<file path="config.mk">
export PLATFORM = sky130hd
export DESIGN_NAME = bmsh_sqrt
export DESIGN_NICKNAME = d
export VERILOG_FILES = /design/src/hw/rtl/bmsh_pkg.sv /design/src/hw/rtl/bmsh_sqrt.sv
export SDC_FILE = /design/constraint.sdc
export NUM_CORES = 1
export LEC_CHECK = 0
export BUFFER_PORTS_ARGS = -buffer_cell sky130_fd_sc_hd__buf_2
export CAP_MARGIN = 20
export CORE_MARGIN = 2
export CORE_UTILIZATION = 55
export DETAILED_ROUTE_END_ITERATION = 8
export PLACE_DENSITY = 0.77
export SLEW_MARGIN = 20
export SYNTH_ARGS = -nofsm -noshare
export SYNTH_HDL_FRONTEND = slang
export SYNTH_SLANG_ARGS = --single-unit
export TNS_END_PERCENT = 100
</file>
<file path="constraint.sdc">
create_clock -name clk_i -period 4.21 [get_ports clk_i]
set_input_delay 0.6315 -clock clk_i [delete_from_list [all_inputs] [get_ports clk_i]]
set_output_delay 0.6315 -clock clk_i [all_outputs]
set_load 0.005 [all_outputs]
</file>
<file path="src/hw/rtl/bmsh_pkg.sv">
// ----------------------------------------------------------------------------
// bmsh_pkg
// Types and constants of the binned mean / std dev histogram unit.
// ----------------------------------------------------------------------------
package bmsh_pkg;

  localparam int NUM_BINS   = 64;
  localparam int BIN_W      = 6;
  localparam int CFG_IDX_W  = 2;
  localparam int CFG_DATA_W = 16;

  localparam logic [CFG_IDX_W-1:0] REG_MIN_DIST = 2'd0;
  localparam logic [CFG_IDX_W-1:0] REG_MAX_DIST = 2'd1;
  localparam logic [CFG_IDX_W-1:0] REG_BINS     = 2'd2;

  localparam logic ACT_ADD  = 1'b0;
  localparam logic ACT_DUMP = 1'b1;

  typedef struct packed {
    logic               action;
    logic        [15:0] distance;
    logic signed [15:0] sample_value;
  } in_item_t;

  typedef struct packed {
    logic [BIN_W-1:0]   bin_index;
    logic signed [15:0] bin_mean;
    logic        [15:0] bin_std_dev;
    logic        [31:0] bin_count;
    logic               last;
  } out_item_t;

  // shared divider operation
  typedef enum logic [1:0] {
    DOP_BIN  = 2'd0,
    DOP_MEAN = 2'd1,
    DOP_VAR  = 2'd2
  } div_op_e;

  typedef struct packed {
    logic  start;
    logic  [127:0] num;
    logic  [63:0]  den;
    logic  [7:0]   steps;
  } div_req_t;

endpackage

</file>
<file path="src/hw/rtl/bmsh_sqrt.sv">
// ----------------------------------------------------------------------------
// bmsh_sqrt
// Digit-by-digit integer square root of a 64-bit value, one bit per cycle.
// ----------------------------------------------------------------------------
module bmsh_sqrt (
  input  logic        clk_i,
  input  logic        rst_ni,
  input  logic        start_i,
  input  logic [63:0] x_i,
  output logic        busy_o,
  output logic [31:0] root_o
);
  import bmsh_pkg::*;

  logic [63:0] x_q, x_d;
  logic [33:0] rem_q, rem_d;
  logic [31:0] root_q, root_d;
  logic [5:0]  cnt_q, cnt_d;
  logic        busy_q, busy_d;
  logic [33:0] trial_rem, trial_sub;

  always_comb begin
    x_d = x_q; rem_d = rem_q; root_d = root_q; cnt_d = cnt_q; busy_d = busy_q;
    trial_rem = {rem_q[31:0], x_q[63:62]};
    trial_sub = {root_q, 2'b01};
    if (start_i) begin
      x_d = x_i; rem_d = '0; root_d = '0; cnt_d = 6'd32; busy_d = 1'b1;
    end else if (busy_q) begin
      x_d = {x_q[61:0], 2'b00};
      if (trial_rem >= trial_sub) begin
        rem_d  = trial_rem - trial_sub;
        root_d = {root_q[30:0], 1'b1};
      end else begin
        rem_d  = trial_rem;
        root_d = {root_q[30:0], 1'b0};
      end
      cnt_d = cnt_q - 6'd1;
      if (cnt_q == 6'd1) busy_d = 1'b0;
    end
  end

  always_ff @(posedge clk_i or negedge rst_ni) begin
    if (!rst_ni) begin
      busy_q <= 1'b0;
      cnt_q  <= '0;
    end else begin
      busy_q <= busy_d;
      cnt_q  <= cnt_d;
    end
  end

  always_ff @(posedge clk_i) begin
    x_q <= x_d; rem_q <= rem_d; root_q <= root_d;
  end

  assign busy_o = busy_q;
  assign root_o = root_q;

`ifndef NO_ASSERTIONS
  a_sq_start: assert property (@(posedge clk_i) disable iff (!rst_ni)
    start_i |=> busy_q && cnt_q == 6'd32) else $error("sqrt not started");
  a_sq_done: assert property (@(posedge clk_i) disable iff (!rst_ni)
    busy_q && !start_i && cnt_q == 6'd1 |=> !busy_q) else $error("sqrt overrun");
  a_sq_cnt: assert property (@(posedge clk_i) disable iff (!rst_ni)
    busy_q |-> cnt_q != 6'd0) else $error("sqrt busy at zero");
`endif
endmodule

</file>
* After elaboration in Yosys (flattened, before gate mapping)
Cells that the tools add are included. Widths: inputs -> output; s select.
Word-level totals: register bits 135, input bits 67, output and inout port bits 33, word-level logic and storage cells 19
Operators by class: add/subtract/negate cells 2, $lt $le $gt $ge 1, eq/ne operators 1, muxes and demuxes 9, reduce and logical (&&, ||, !) cells 1
Operator list (number):
- $mux 64 | 2
- $ge 34x34->1 | 1
- $mux 32 | 1
- $sub 32x32->32 | 1
- $mux 6 | 2
- $eq 6x1->1 const B | 1
- $sub 6x1->6 const B | 1
- $mux 1 | 4
- $reduce_bool 2->1 | 1

* Longest topological paths before layout
depth after elaboration 4, depth in mapped cells 14, depth with buffers taken out 11

* Worst setup path before layout
OpenSTA, ideal clock, no wires.
path kind reg-to-reg, start reg root_q[18], in the netlist root_o[18], end reg rem_q[15], arrival 3.179 ns, slack 0.942 ns, stages on the path, launching flop included 15, buffers on the path 3, period minus slack after synthesis 3.268 ns, cells stage by stage dfxtp_1 inv_1 ha_1 buf_2 and3_4 nand3_2 or2_0 or4_1 o41a_1 a221oi_2 or3_1 buf_6 buf_8 nand2_2 a311oi_2
Between the ends: word-level cells in the longest chain between the ends 2
Ends and longest elaborated chain:
- from (decl) | RTL line bmsh_sqrt.sv:17 | logic [31:0] root_q, root_d;
- from (signal assigned) | RTL line bmsh_sqrt.sv:53 | x_q <= x_d; rem_q <= rem_d; root_q <= root_d;
- $ge 34x34->1 | RTL line bmsh_sqrt.sv:30 | if (trial_rem >= trial_sub) begin
- $mux 32 | RTL line bmsh_sqrt.sv:30
- to (signal assigned) | RTL line bmsh_sqrt.sv:53
- to (decl) | RTL line bmsh_sqrt.sv:16 | logic [33:0] rem_q, rem_d;
Every way passes these cells. A chain may end at the register's enable or synchronous reset.

* Worst setup path in the final report
start reg root_q[17], in the netlist root_o[17], end reg rem_q[19]
Between the ends: word-level cells in the longest chain between the ends 2, elaborated cells between the ends (all ways) 3, classes of those cells add/sub (1); order compare (1); mux (1)
Ends and longest elaborated chain (RTL line):
- $sub 32x32->32 / $ge 34x34->1 (equally long branches) | bmsh_sqrt.sv:31, bmsh_sqrt.sv:30
- $mux 32 (*) | bmsh_sqrt.sv:30
Mark *: on every way between the ends. The rest lies on a longest branch, timed or not.

==> flow_summary.toml <==
[floorplanning]
fp.dieArea_mm2 = 0.01440
initial_core_util = 0.5609
core_area_mm2 = 0.01319
die_w_um = 120.0
rows = 42
fp.dieH_um = 120.0
pin_count = 100

[cts]
cts_made_buffers = 17
cts_max_level = 4
clock_path_buffers = 2
cts_resized = 0
clock_sinks = 135
cts_root_buf = "clkbuf_16"
clk_pin_slew_ns = 0.06
cts_hold_buffers = 0
cts_setup_buffers = 0
clk_latency_ns = 0.43
cts_tree = "yes"

[place]
place_area_mm2 = 0.008013
dp_hpwl_um = 11230
numPortBuffers = 99
place_ws_ns = 0.6350
gp_congestion = 0.9354

[worst_setup_path]
crit_arrival_ns = 3.94
required_ns = 4.54
r2r_cells = 12
regToRegStartpoint = "root_o[17]$_SDFFE_PP0P_"
r2r_slack_ns = 0.60
crit_fanout = 26
r2r_end = "rem_q[19]$_SDFFE_PP0P_"
critical_path_class = "flop to flop"
start_kind = "flop"
critPathCaptureType = "flop"

[grt]
grt_pass1_wl_um = 26450
grt_pass1_vias = 5598
top_usage_layer = "met2"
grt.total_usage = 0.2324
use_met3 = 0.06987
antenna_found_initial = 1
met1_usage = 0.2841
grt_max_degree = 65
globalRouteMet2Util = 0.3888
overflow = 0

[layout]
drive_above_1_share = 0.2955
antenna_cells = 0
area_delta_synth_final_pct = 16.25
nets = 892
final.fill_count = 1045
fin_area_mm2 = 0.008601

[synthesis]
yosysUniqueCellTypes = 55
synth_most_common_cell = "nor2_1"
synthArstFlopShare = 0.05185
yosysWarningCount = 0
netlist_instances = 700
synth.net_count = 803
yosysSeqAreaShare = 0.4566
synth_area_leader_cell = "edfxtp_1"
synth_edf_count = 64
synthTopCellsByCount = "nor2_1, dfxtp_1, edfxtp_1, mux2_2, nand2_1"
syn_area_per_cell_um2 = 10.57
netlist.area_leader.share = 0.2598
synth_area_mm2 = 0.007398
synth-seq-cells = 135
synthTopCellsByArea = "edfxtp_1, dfxtp_1, mux2_2"
synth_ff_type = "edfxtp_1"

[job]
cap_violations = 0

[timing]
finalSetupViolCount = 0
period_needed_ns = 3.607
drv_slew = 0
fin_setup_tns_ns = 0
hold_viol_final = 0
rsz0062_at_grt = "false"
worst_slew_pin_slew_ns = 0.8034
max-slew-margin-rel = 0.4644
period_share = 0.8569
max_freq_mhz = 277.2
fin_worst_skew_ns = 0.007445
fin_ws_ns = 0.6026

[power_and_ir_drop]
share_clk_of_total_power = 0.247
switching_share = 0.3880
ir_worst_vdd_uv = 374.2
switchingPower_uw = 2316
seq_power_share = 0.296
p_comb_frac = 0.457
power_uw = 5968
p_int_uw = 3652
p_leak_uw = 0.003805
cellPowerDensity_mw_per_mm2 = 693.9

[run_status]
status = "finished, final reports clean"

[drt]
wl_per_cell_um = 16.44
drt-pass1-iter-count = 5
vias = 5505
drtAntennaViolNets = 0
avgViaCountPerCell = 5.629
drc_errors = 0
routed_wl_um = 16080
drt_iter0_drc = 329

[hold_path]
hp-class = "primary input to async pin"
-- state kept, by name, indices dropped and copies added, names as in the netlist --
| name | flops |
|---|---|
| root_o | 32 |
| rem_q | 32 |
| cnt_q | 6 |
| busy_o | 1 |
| x_q | 64 |
-- worst max-delay path: stages (launching register included) --
cell	delay, ns
dfxtp_1	0.38
inv_1	0.06
ha_1	0.39
and3_4	0.23
nand3_2	0.10
or2_0	0.24
or4_1	0.54
o41a_1	0.43
a221oi_2	0.29
nor3_2	0.07
buf_4	0.23
a311o_1	0.29
a311oi_1	0.25
-- cells in the final DEF, fill, tap and decap left out, drive strengths merged, types with 17 or more instances in the layout --
master	n
a21o	17
a21oi	33
a311oi	18
buf	107
clkbuf	18
dfxtp	64
edfxtp	64
ha	36
inv	53
mux2	62
mux2i	39
nand2	64
nor2	65
o21ai	32
xnor2	18
-- routing by layer --
layer,wire length (um),vias to the layer above
li1,-,2701
met1,7069,2637
met2,7852,149
met3,948,18
met4,208,0
met5,0,-
-- through the flow --
step	std cells	util	hold slack, ns
after floorplan	700	-	0.3359
after global placement	946	0.6075	0.4562
after detailed placement	946	0.6075	0.4620
after CTS	978	0.6521	0.01553
after global routing	978	0.6521	0.02259
final	978	0.6521	0.02948
-- cells by family after synthesis --
| logic type | share of synthesized area |
|---|---|
| AOI/OAI and AO/OA | 0.1429 |
| xor gates and xnor gates | 0.04025 |
| adders and majority gates | 0.06088 |
| buffers and inverters | 0.04617 |
| DFF | 0.4566 |
| muxes | 0.1471 |
| and+or+nand+nor | 0.1060 |
-- how the worst max path moves through the flow --
stage / from / end / slack [ns] / cells after the start
after floorplan: root_o[18]$_SDFFE_PP0P_ / rem_q[15]$_SDFFE_PP0P_ / 0.94 / 14
after global placement: root_o[18]$_SDFFE_PP0P_ / rem_q[19]$_SDFFE_PP0P_ / 0.70 / 12
after detailed placement: root_o[18]$_SDFFE_PP0P_ / rem_q[19]$_SDFFE_PP0P_ / 0.64 / 12
after CTS: root_o[18]$_SDFFE_PP0P_ / rem_q[19]$_SDFFE_PP0P_ / 0.59 / 12
after global routing: root_o[17]$_SDFFE_PP0P_ / rem_q[19]$_SDFFE_PP0P_ / 0.40 / 12
final: root_o[17]$_SDFFE_PP0P_ / rem_q[19]$_SDFFE_PP0P_ / 0.60 / 12
-- final cells by class --
type / instances / area, um2 / share of cell area
clock inverters: 14 / 158.9 / 0.01848
clock buffers: 18 / 429.2 / 0.04990
repair buffers: 107 / 558.0 / 0.06488
multi-input cells: 483 / 3684 / 0.4283
flip-flops and latches: 135 / 3382 / 0.3932
well taps: 176 / 220.2 / 0.02560
inverters: 45 / 168.9 / 0.01964
-- power groups by stage --
stage	clock [uW]	sequential, uW	combinational (uW)
2_1_floorplan	0	1730	2240
3_3_place_gp	0	1780	2630
3_5_place_dp	0	1790	2690
4_1_cts	1500	1760	2720
5_1_grt	1550	1790	3020
6_report	1470	1770	2730
Power figures use the tool's default switching activity.
