--- config.mk ---
export PLATFORM = sky130hd
export DESIGN_NAME = bmsh_divider
export DESIGN_NICKNAME = d
export VERILOG_FILES = /design/src/hw/rtl/bmsh_pkg.sv /design/src/hw/rtl/bmsh_divider.sv
export SDC_FILE = /design/constraint.sdc
export NUM_CORES = 1
export LEC_CHECK = 0
export ABC_AREA = 1
export BUFFER_PORTS_ARGS = -buffer_cell sky130_fd_sc_hd__buf_2
export CORE_MARGIN = 2
export CORE_UTILIZATION = 45
export CTS_CLUSTER_SIZE = 25
export DETAILED_ROUTE_END_ITERATION = 10
export PLACE_DENSITY = 0.61
export SYNTH_ARGS = -nofsm -noshare
export SYNTH_HDL_FRONTEND = slang
export SYNTH_SLANG_ARGS = --single-unit
export TNS_END_PERCENT = 20
--- constraint.sdc ---
create_clock -name clk_i -period 5.6 [get_ports clk_i]
set_clock_uncertainty 0.2 [all_clocks]
set_input_delay 0.84 -clock clk_i [delete_from_list [all_inputs] [get_ports clk_i]]
set_output_delay 0.84 -clock clk_i [all_outputs]
set_load 0.02 [all_outputs]
--- src/hw/rtl/bmsh_pkg.sv ---
// ----------------------------------------------------------------------------
// bmsh_pkg
// Types and constants of the binned mean / std dev histogram unit.
// ----------------------------------------------------------------------------
package bmsh_pkg;

  localparam int NUM_BINS   = 64;
  localparam int BIN_W      = 6;
  localparam int CFG_IDX_W  = 2;
  localparam int CFG_DATA_W = 16;

  localparam logic [CFG_IDX_W-1:0] REG_MIN_DIST = 2'd0;
  localparam logic [CFG_IDX_W-1:0] REG_MAX_DIST = 2'd1;
  localparam logic [CFG_IDX_W-1:0] REG_BINS     = 2'd2;

  localparam logic ACT_ADD  = 1'b0;
  localparam logic ACT_DUMP = 1'b1;

  typedef struct packed {
    logic               action;
    logic        [15:0] distance;
    logic signed [15:0] sample_value;
  } in_item_t;

  typedef struct packed {
    logic [BIN_W-1:0]   bin_index;
    logic signed [15:0] bin_mean;
    logic        [15:0] bin_std_dev;
    logic        [31:0] bin_count;
    logic               last;
  } out_item_t;

  // shared divider operation
  typedef enum logic [1:0] {
    DOP_BIN  = 2'd0,
    DOP_MEAN = 2'd1,
    DOP_VAR  = 2'd2
  } div_op_e;

  typedef struct packed {
    logic  start;
    logic  [127:0] num;
    logic  [63:0]  den;
    logic  [7:0]   steps;
  } div_req_t;

endpackage

--- src/hw/rtl/bmsh_divider.sv ---
// ----------------------------------------------------------------------------
// bmsh_divider
// Restoring divider, one quotient bit per cycle, MSB aligned numerator.
// ----------------------------------------------------------------------------
module bmsh_divider (
  input  logic             clk_i,
  input  logic             rst_ni,
  input  bmsh_pkg::div_req_t req_i,
  output logic             busy_o,
  output logic [63:0]      quot_o
);
  import bmsh_pkg::*;

  logic [127:0] num_q, num_d;
  logic [63:0]  rem_q, rem_d, quot_q, quot_d, den_q, den_d;
  logic [7:0]   cnt_q, cnt_d;
  logic         busy_q, busy_d;
  logic [64:0]  trial;

  always_comb begin
    num_d = num_q; rem_d = rem_q; quot_d = quot_q; den_d = den_q;
    cnt_d = cnt_q; busy_d = busy_q;
    trial = {rem_q, num_q[127]};
    if (req_i.start) begin
      // numerator arrives left-aligned; steps gives number of bits
      num_d  = req_i.num;
      den_d  = req_i.den;
      rem_d  = '0;
      quot_d = '0;
      cnt_d  = req_i.steps;
      busy_d = 1'b1;
    end else if (busy_q) begin
      num_d = {num_q[126:0], 1'b0};
      if (trial >= {1'b0, den_q}) begin
        rem_d  = 64'(trial - {1'b0, den_q});
        quot_d = {quot_q[62:0], 1'b1};
      end else begin
        rem_d  = trial[63:0];
        quot_d = {quot_q[62:0], 1'b0};
      end
      cnt_d = cnt_q - 8'd1;
      if (cnt_q == 8'd1) busy_d = 1'b0;
    end
  end

  always_ff @(posedge clk_i or negedge rst_ni) begin
    if (!rst_ni) begin
      busy_q <= 1'b0;
      cnt_q  <= '0;
    end else begin
      busy_q <= busy_d;
      cnt_q  <= cnt_d;
    end
  end

  always_ff @(posedge clk_i) begin
    num_q <= num_d; rem_q <= rem_d; quot_q <= quot_d; den_q <= den_d;
  end

  assign busy_o = busy_q;
  assign quot_o = quot_q;

`ifndef NO_ASSERTIONS
  a_cnt_busy: assert property (@(posedge clk_i) disable iff (!rst_ni)
    busy_q && !req_i.start |-> cnt_q != 8'd0) else $error("busy with zero count");
  a_done: assert property (@(posedge clk_i) disable iff (!rst_ni)
    busy_q && !req_i.start && cnt_q == 8'd1 |=> !busy_q) else $error("divider overrun");
  a_start: assert property (@(posedge clk_i) disable iff (!rst_ni)
    req_i.start && req_i.steps != 8'd0 |=> busy_q) else $error("divider not started");
`endif
endmodule

== Yosys cells after proc, flatten, opt, wreduce, memory -nomap -nowiden ==
Index checks and enable logic that the tools add are counted.

* Register bits after elaboration: 329
* Input bits: 203
* Output and inout port bits: 65
* Word-level logic and storage cells: 20

* $add $sub $neg: 2
* $lt $le $gt $ge: 1
* Equality and inequality tests: 1
* Mux-type cells: 9
* Reduce and logical (&&, ||, !) cells: 1

{| class="wikitable"
|+ Operators by type and width
! cell !! number
|-
| 128-bit 2-to-1 mux || 2
|-
| 65-bit by 64-bit greater-or-equal comparator with 1-bit output || 1
|-
| 64-bit 2-to-1 mux || 1
|-
| 64-bit subtractor || 1
|-
| 8-bit 2-to-1 mux || 2
|-
| 8-bit by 1-bit == test with 1-bit output, second input constant || 1
|-
| 8-bit by 1-bit subtractor with 8-bit output, second input constant || 1
|-
| 1-bit 2-to-1 mux || 4
|-
| 2-bit nonzero test || 1
|}

== Longest topological paths before layout ==
Gate-level depths: netlist of run 1.

* Depth in word-level cells: 4
* Mapped depth: 19
* Gate-level depth less buffers: 18

== Worst setup path after synthesis of run 1 ==
No wires, ideal clock.

* Kind: input-to-reg
* From: input port req_i[200] in the netlist's numbering
* To: register num_q[0], enable pin
* Library setup time: 0.543 ns
* Data arrival time: 4.695 ns
* Required time: 4.857 ns
* Path slack: 0.162 ns
* Stages on the path: 3
* Path buffers: 1
* Path through: nor2_1 > clkinv_1 > clkbuf_1

* Word-level cells in the longest chain between the ends: 1

{| class="wikitable"
|+ Ends and longest elaborated chain
! element !! RTL line !! RTL
|-
| from (decl) || bmsh_divider.sv:8 || <nowiki>input bmsh_pkg::div_req_t req_i,</nowiki>
|-
| 2-bit nonzero test (no source line) || - ||
|-
| to (signal assigned) || bmsh_divider.sv:57 || <nowiki>num_q <= num_d; rem_q <= rem_d; quot_q <= quot_d; den_q <= den_d;</nowiki>
|-
| to (decl) || bmsh_divider.sv:14 || <nowiki>logic [127:0] num_q, num_d;</nowiki>
|}

Every way passes these cells.
A chain may end at the register's enable or synchronous reset.

== Worst setup path in the final report of run 1 ==
* From: register rem_q[50]
* To: register rem_q[32]

* Word-level cells in the longest chain between the ends: 2

{| class="wikitable"
|+ Ends and longest elaborated chain
! element !! RTL line !! RTL
|-
| from (decl) || bmsh_divider.sv:15 || <nowiki>logic [63:0] rem_q, rem_d, quot_q, quot_d, den_q, den_d;</nowiki>
|-
| from (signal assigned) || bmsh_divider.sv:57 ||
|-
| 65-bit by 64-bit greater-or-equal comparator with 1-bit output || bmsh_divider.sv:34 || <nowiki>if (trial >= {1'b0, den_q}) begin</nowiki>
|-
| 64-bit 2-to-1 mux || bmsh_divider.sv:34 ||
|}

Every way passes these cells.

==> impl_metrics.tcl, run 1 <==
set metrics [dict create \
    tritoncts "built" \
    synthAdderAreaFrac 0.0447 \
    nets 3137 \
    yosysTopAreaCellShare 0.305 \
    grt_pass1_vias 16200 \
    path_clk_slew_ps 60 \
    drtIter0Drc 1157 \
    cts_resized 0 \
    p_leak_nw 11.6 \
    via_per_inst 4.83 \
    end_kind "flop" \
    synth_cell_types 42 \
    initial_core_util 0.453 \
    fin_area_sq_um 21900 \
    vias 16600 \
    coreArea_sq_um 41800 \
    synth_ff_type "edfxtp_1" \
    antenna_found_initial 24 \
    routed_wl_microns 55100 \
    status "complete, no violations" \
    cts_root_buffer "clkbuf_16" \
    timing.final.crit_share 0.639 \
    slew_headroom 0.274 \
    track_usage 0.252 \
    yosysWarnings 0 \
    cts_num_sinks 329 \
    postSynthAreaPerCell_sq_um 7.21 \
    finalSetupViolations 0 \
    fin_crit_ps 3580 \
    min-delay-path-class "in2reg" \
    finalCoreUtilization 0.525 \
    vdd_drop_max_v 0.000247 \
    powerDensity_nw_per_um2 261 \
    htreeDepth 2 \
    ys_seq_elements 329 \
    synth.area.mux_share 0 \
    firstDrtPassIters 5 \
    grt_max_degree 128 \
    wl_per_cell_microns 16.0 \
    drv_slew 0 \
    dieArea_sq_um 43700 \
    grt_pass1_wl_microns 86200 \
    synthSimpleGateAreaFrac 0.325 \
    io_pins 268 \
    setup_ws_ps 2020 \
    ys_seq_area_frac 0.452 \
    die_w_microns 209 \
    synth_nets 2893 \
    ctsHoldBuffers 1 \
    placed_cell_area_sq_um 20700 \
    synth_compound_area_frac 0.0460 \
    crit_arrival_ps 3870 \
    portBuffers 267 \
    preCtsSetupSlack_ps 1870 \
    rows 75 \
    die_h_microns 209 \
    ant_nets 0 \
    final_common_cell "nand2_1" \
    max_freq_ghz 0.279 \
    required_ps 5890 \
    synth_cells 2623 \
    gp_congestion 0.979 \
    ys_top_cells_by_area "edfxtp_1, nand2_1, dfxtp_1, inv_1, nand3_1" \
    hold_viol 0 \
    worst_setup_path_start_kind "flop" \
    synth_top_family_by_area "simple AND/OR/NAND/NOR gates" \
    numCtsBuffers 37 \
    drive_gt1_frac 0.142 \
    cap_viol_max_count 0 \
    cp_max_fo 66 \
    clock_latency_ps 560 \
    dpl.hpwl_microns 42400 \
    area_growth_pct 15.9 \
    drc 0 \
    grt_overflow 0 \
    synth_area_leader_cell "edfxtp_1" \
    synth_enable_flop_cells 192 \
    final_cell_mix "nand2_1, inv_1, buf_2" \
    rsz0062_at_grt "no" \
    fin_tns_setup_ps 0 \
    syn_area_sq_um 18900 \
    clockBufferDepth 3 \
    async_reset_ff_frac 0.0274 \
    post_cts_buffers 0 \
    critical_path_class "reg2reg" \
    synth_xor_area_frac 0.0171 \
    worst_pin_slew_ps 1090 \
]
## sequential cells by signal (all words and copies together), names as in the netlist
signal / cells
busy_o: 1
num_q: 128
den_q: 64
rem_q: 64
cnt_q: 8
quot_o: 64
## where the power goes
part           internal [W]  switching, W
registers           0.00272     0.0000480
clock network       0.00141       0.00102
logic              0.000183      0.000335
## per-layer routing
metal  vias to the layer above  wire [microns]  track usage  share of wire
li1                       8598               -            -              -
met1                      7469           25100        0.334           0.45
met5                         -             184            0         0.0033
met4                        32            1740       0.0830          0.031
met3                       112            3630       0.0640          0.066
met2                       395           24500        0.401           0.44
## cells by family after synthesis
group	after synthesis
XOR/XNOR	37
AO/OA/AOI/OAI	147
flip-flops	329
buffers and inverters	559
adder cells (fa/ha/maj)	67
AND/OR/NAND/NOR	1484
## cell type report
class / count / area (sq um)
Clock buffer: 52 / 1080
Sequential cell: 329 / 8550
Fill cell: 4204 / 19800
Clock inverter: 15 / 143
Timing Repair Buffer: 275 / 1420
Tap cell: 539 / 674
Multi-Input combinational cell: 1735 / 8200
Antenna cell: 7 / 17.5
Inverter: 489 / 1840
## synth_stat cells (2+ instances only)
master       n
nand2_1   1121
inv_1      470
clkbuf_1    50
nand3_2     12
nor3_1      10
o221ai_1     4
ha_1        66
xnor2_1      2
o211ai_1     4
and2_1       3
a21oi_2      2
nor2_4       5
nand4_1     15
nand3_1    170
clkinv_1     2
dfxtp_1    128
nor2_1      96
edfxtp_1   192
o21ai_0     15
buf_6        3
nor2_2      17
nor4_1       4
xor2_1      35
inv_2       17
buf_12       2
nand2_2     14
buf_1        6
dfrtp_1      9
o21bai_1     8
nor2_8       2
buf_2        8
o21ai_1      2
a21oi_1     49
o22ai_1     62
nand3b_1    11
## final timing paths
check / depth (start not counted) / to / slack, ps / from
min reg2reg: 2 / quot_o[63] / 260 / quot_o[63]
max reg2reg: 12 / rem_q[32] / 2020 / rem_q[50]
max: 12 / rem_q[32] / 2020 / rem_q[50]
min in group asynchronous: 2 / cnt_q[0] / 480 / rst_ni
min: 1 / den_q[2] / 250 / req_i[10]
max in group asynchronous: 2 / cnt_q[5] / 4530 / rst_ni
## critical path: stages (launching register included)
cell	delay, ps
dfxtp_1	330
ha_1	380
nand2_1	180
inv_1	70
a21oi_2	200
nor2_1	90
o21ai_1	190
nand3_2	160
nor2_8	370
nand2_8	380
nor2_8	670
nand2_1	110
nand3_1	120
## stage by stage
stage,hold WS [ps],power [W],cells
floorplan,245,0.00315,2623
global placement,240,0.00333,3366
detailed placement,244,0.00334,3366
CTS,225,0.00579,3434
global route,228,0.00596,3440
finish,250,0.00572,3441
(Power assumes the default switching activity.)
==> run 2: changes to the inputs <==
Settings changed: ABC_AREA 1 to 0, PLACE_DENSITY 0.61 to 0.64.
Clock period 5.6 ns to 3.2 ns, I/O delays scaled along.
==> impl_metrics.tcl, run 2 <==
set metrics [dict create \
    status "complete, but fails checks" \
    violations "negative setup slack" \
    synth_cell_types 77 \
    worstHoldStart "req_i[194]" \
    clockBufferDepth 3 \
    wl_met3_microns 2690 \
    track_usage 0.224 \
    portBuffers 267 \
    finalCoreUtilization 0.636 \
    drv_slew 0 \
    end_kind "flop" \
    yosysMostFrequentCell "edfxtp_1" \
    slew_headroom 0.105 \
    crit_top_cell "nor4_4" \
    vdd_drop_max_v 0.000594 \
    r2r_slack_ps -130 \
    via_per_inst 5.22 \
    wl_per_cell_microns 16.7 \
    gp_congestion 0.860 \
    numCtsBuffers 38 \
    synth_cells 1605 \
    yosysWarnings 0 \
    final_cell_mix "buf_2, buf_4, edfxtp_1" \
    clock_latency_ps 570 \
    cts_num_sinks 329 \
    timing.final.crit_share 1.04 \
    path_clk_slew_ps 60 \
    worst_pin_slew_ps 1340 \
    finalSetupViolations 25 \
    cap_viol_max_count 0 \
    grt_max_degree 173 \
    worstReg2RegStart "den_q[33]" \
    powerDensity_nw_per_um2 698 \
    largest-register "num_q" \
    crit_arrival_ps 3610 \
    top_layer "met5" \
    synth_area_leader_cell "edfxtp_1" \
    ys_seq_area_frac 0.504 \
    critical_path_class "reg2reg" \
    worst-path-buf-inv 1 \
    wl_met1_microns 18800 \
    routed_wl_microns 45100 \
    antenna_found_initial 8 \
    vias 14100 \
    p_leak_nw 10.6 \
    required_ps 3480 \
    nFillCells 3002 \
    synth_nets 1875 \
    critPathTopFamily "simple AND/OR/NAND/NOR gates" \
    ys_seq_elements 329 \
    drc 0 \
    max_freq_ghz 0.300 \
    dieArea_sq_um 39300 \
    final_cell_count_no_fill 2700 \
    whs_ps 30.3 \
    cpPeakStageDelay_ps 500 \
    reg2reg_depth 12 \
    die_w_microns 198 \
    setup_ws_ps -130 \
    drtIter0Drc 671 \
    r2r_end "rem_q[59]" \
    nets 2425 \
    rsz0062_at_grt "yes" \
    wl_met2_microns 22500 \
    drive_gt1_frac 0.381 \
    dpl.hpwl_microns 30000 \
    path_cells "inv_1 -> ha_1 -> nand4_1 -> or3_4 -> or4_4 -> a21oi_4 -> nor4_4 -> nor4_4 -> o21a_1 -> nor3_1 -> or3b_1 -> a311oi_2" \
    fin_area_sq_um 23800 \
    min-delay-path-class "in2reg" \
    power_w 0.0166 \
    postSynthAreaPerCell_sq_um 10.6 \
    die_h_microns 198 \
    io_pins 268 \
    largest_reg_flops 128 \
    placed_cell_area_sq_um 20200 \
    ys_top_cells_by_count "edfxtp_1, nand2_1, nor2_1" \
    worst_setup_path_start_kind "flop" \
    ant_nets 0 \
    slowest_stage "or4_4" \
    final_common_cell "buf_2" \
    coreArea_sq_um 37400 \
    hold_path_depth 2 \
    cts_root_buffer "clkbuf_16" \
    grt_pass1_vias 14200 \
    firstDrtPassIters 5 \
    async_reset_ff_frac 0.0274 \
    syn_area_sq_um 17000 \
    area_growth_pct 40.2 \
    fin_crit_ps 3330 \
    tritoncts "built" \
    cp_max_fo 3 \
    initial_core_util 0.454 \
    grt_pass1_wl_microns 70900 \
    place_inst 2493 \
    htreeDepth 2 \
    synth_enable_flop_cells 192 \
    yosysTopAreaCellShare 0.340 \
    rows 71 \
    grt_overflow 0 \
    hold_end "num_q[122]" \
    hold_viol 0 \
    ys_top_cells_by_area "edfxtp_1, dfxtp_1, mux2_2, ha_1, mux2i_1" \
    synth_ff_type "edfxtp_1" \
]
==> run 2: cell types whose count changed after synthesis, sizes merged, moves of 52 or more <==
cell / delta
inv: -402
mux2: +127
nor2: +52
mux2i: +69
nand3: -165
a311oi: +56
nand2: -962
o22ai: -62
==> run 2: layout make-up <==
type	instances	area (sq um)	area share
sequential	329	8560	0.360
multi-input combinational	1096	8460	0.356
timing repair buffer	605	4450	0.187
clock buffer	51	1130	0.0477
tap	511	639	0.0269
inverter	85	323	0.0136
clock inverter	19	199	0.00837
antenna	4	10.0	0.000421
==> run 2: per-stage QoR <==
stage                     setup slack [ps]  setup TNS (ps)
after global placement                -287          -10660
after floorplan                       -210          -26940
after detailed placement              -321          -14260
after global routing                  -278           -9580
final                                 -130            -615
after CTS                             -222           -3810
==> run 2: per-layer routing <==
metal,global-route usage,vias to the layer above
met4,0.0693,8
met5,0,-
met3,0.0579,91
met2,0.390,361
met1,0.272,6707
li1,-,6918
==> run 2: cell families (layout without fill, tap and decap cells) <==
logic type	after synthesis	in the layout	synth area share
other	0	4	0
multiplexers	196	196	0.125
AO/OA/AOI/OAI	313	313	0.126
flip-flops	329	329	0.504
XOR/XNOR	62	62	0.0320
adder cells (fa/ha/maj)	67	67	0.0499
AND/OR/NAND/NOR	458	458	0.120
buffers and inverters	180	760	0.0433
==> run 2: worst max-delay path by stage <==
stage	start	endpoint	depth (start not counted)
after CTS	den_q[38]	rem_q[59]	13
after detailed placement	den_q[12]	rem_q[59]	14
final	den_q[33]	rem_q[59]	12
after global routing	den_q[38]	rem_q[59]	12
after floorplan	busy_o	num_q[0]	4
after global placement	den_q[12]	rem_q[59]	14
==> run 2: report_power, final <==
| part | internal, W | total [W] | leakage, nW | switching, W |
|---|---|---|---|---|
| combinational | 0.00341 | 0.00668 | 6.79 | 0.00327 |
| clock | 0.00269 | 0.00454 | 0.652 | 0.00185 |
| sequential | 0.00506 | 0.00537 | 3.13 | 0.000314 |
==> run 2: timing repair <==
action / CTS / global route
hold buffers: 105 / 0
pin swaps: 17 / 52
gates resized for setup: 52 / 112
endpoints found under the setup margin: 65 / 65
hold endpoints to repair: 113 / 0
gates cloned: 3 / 1
buffers inserted: 10 / 15
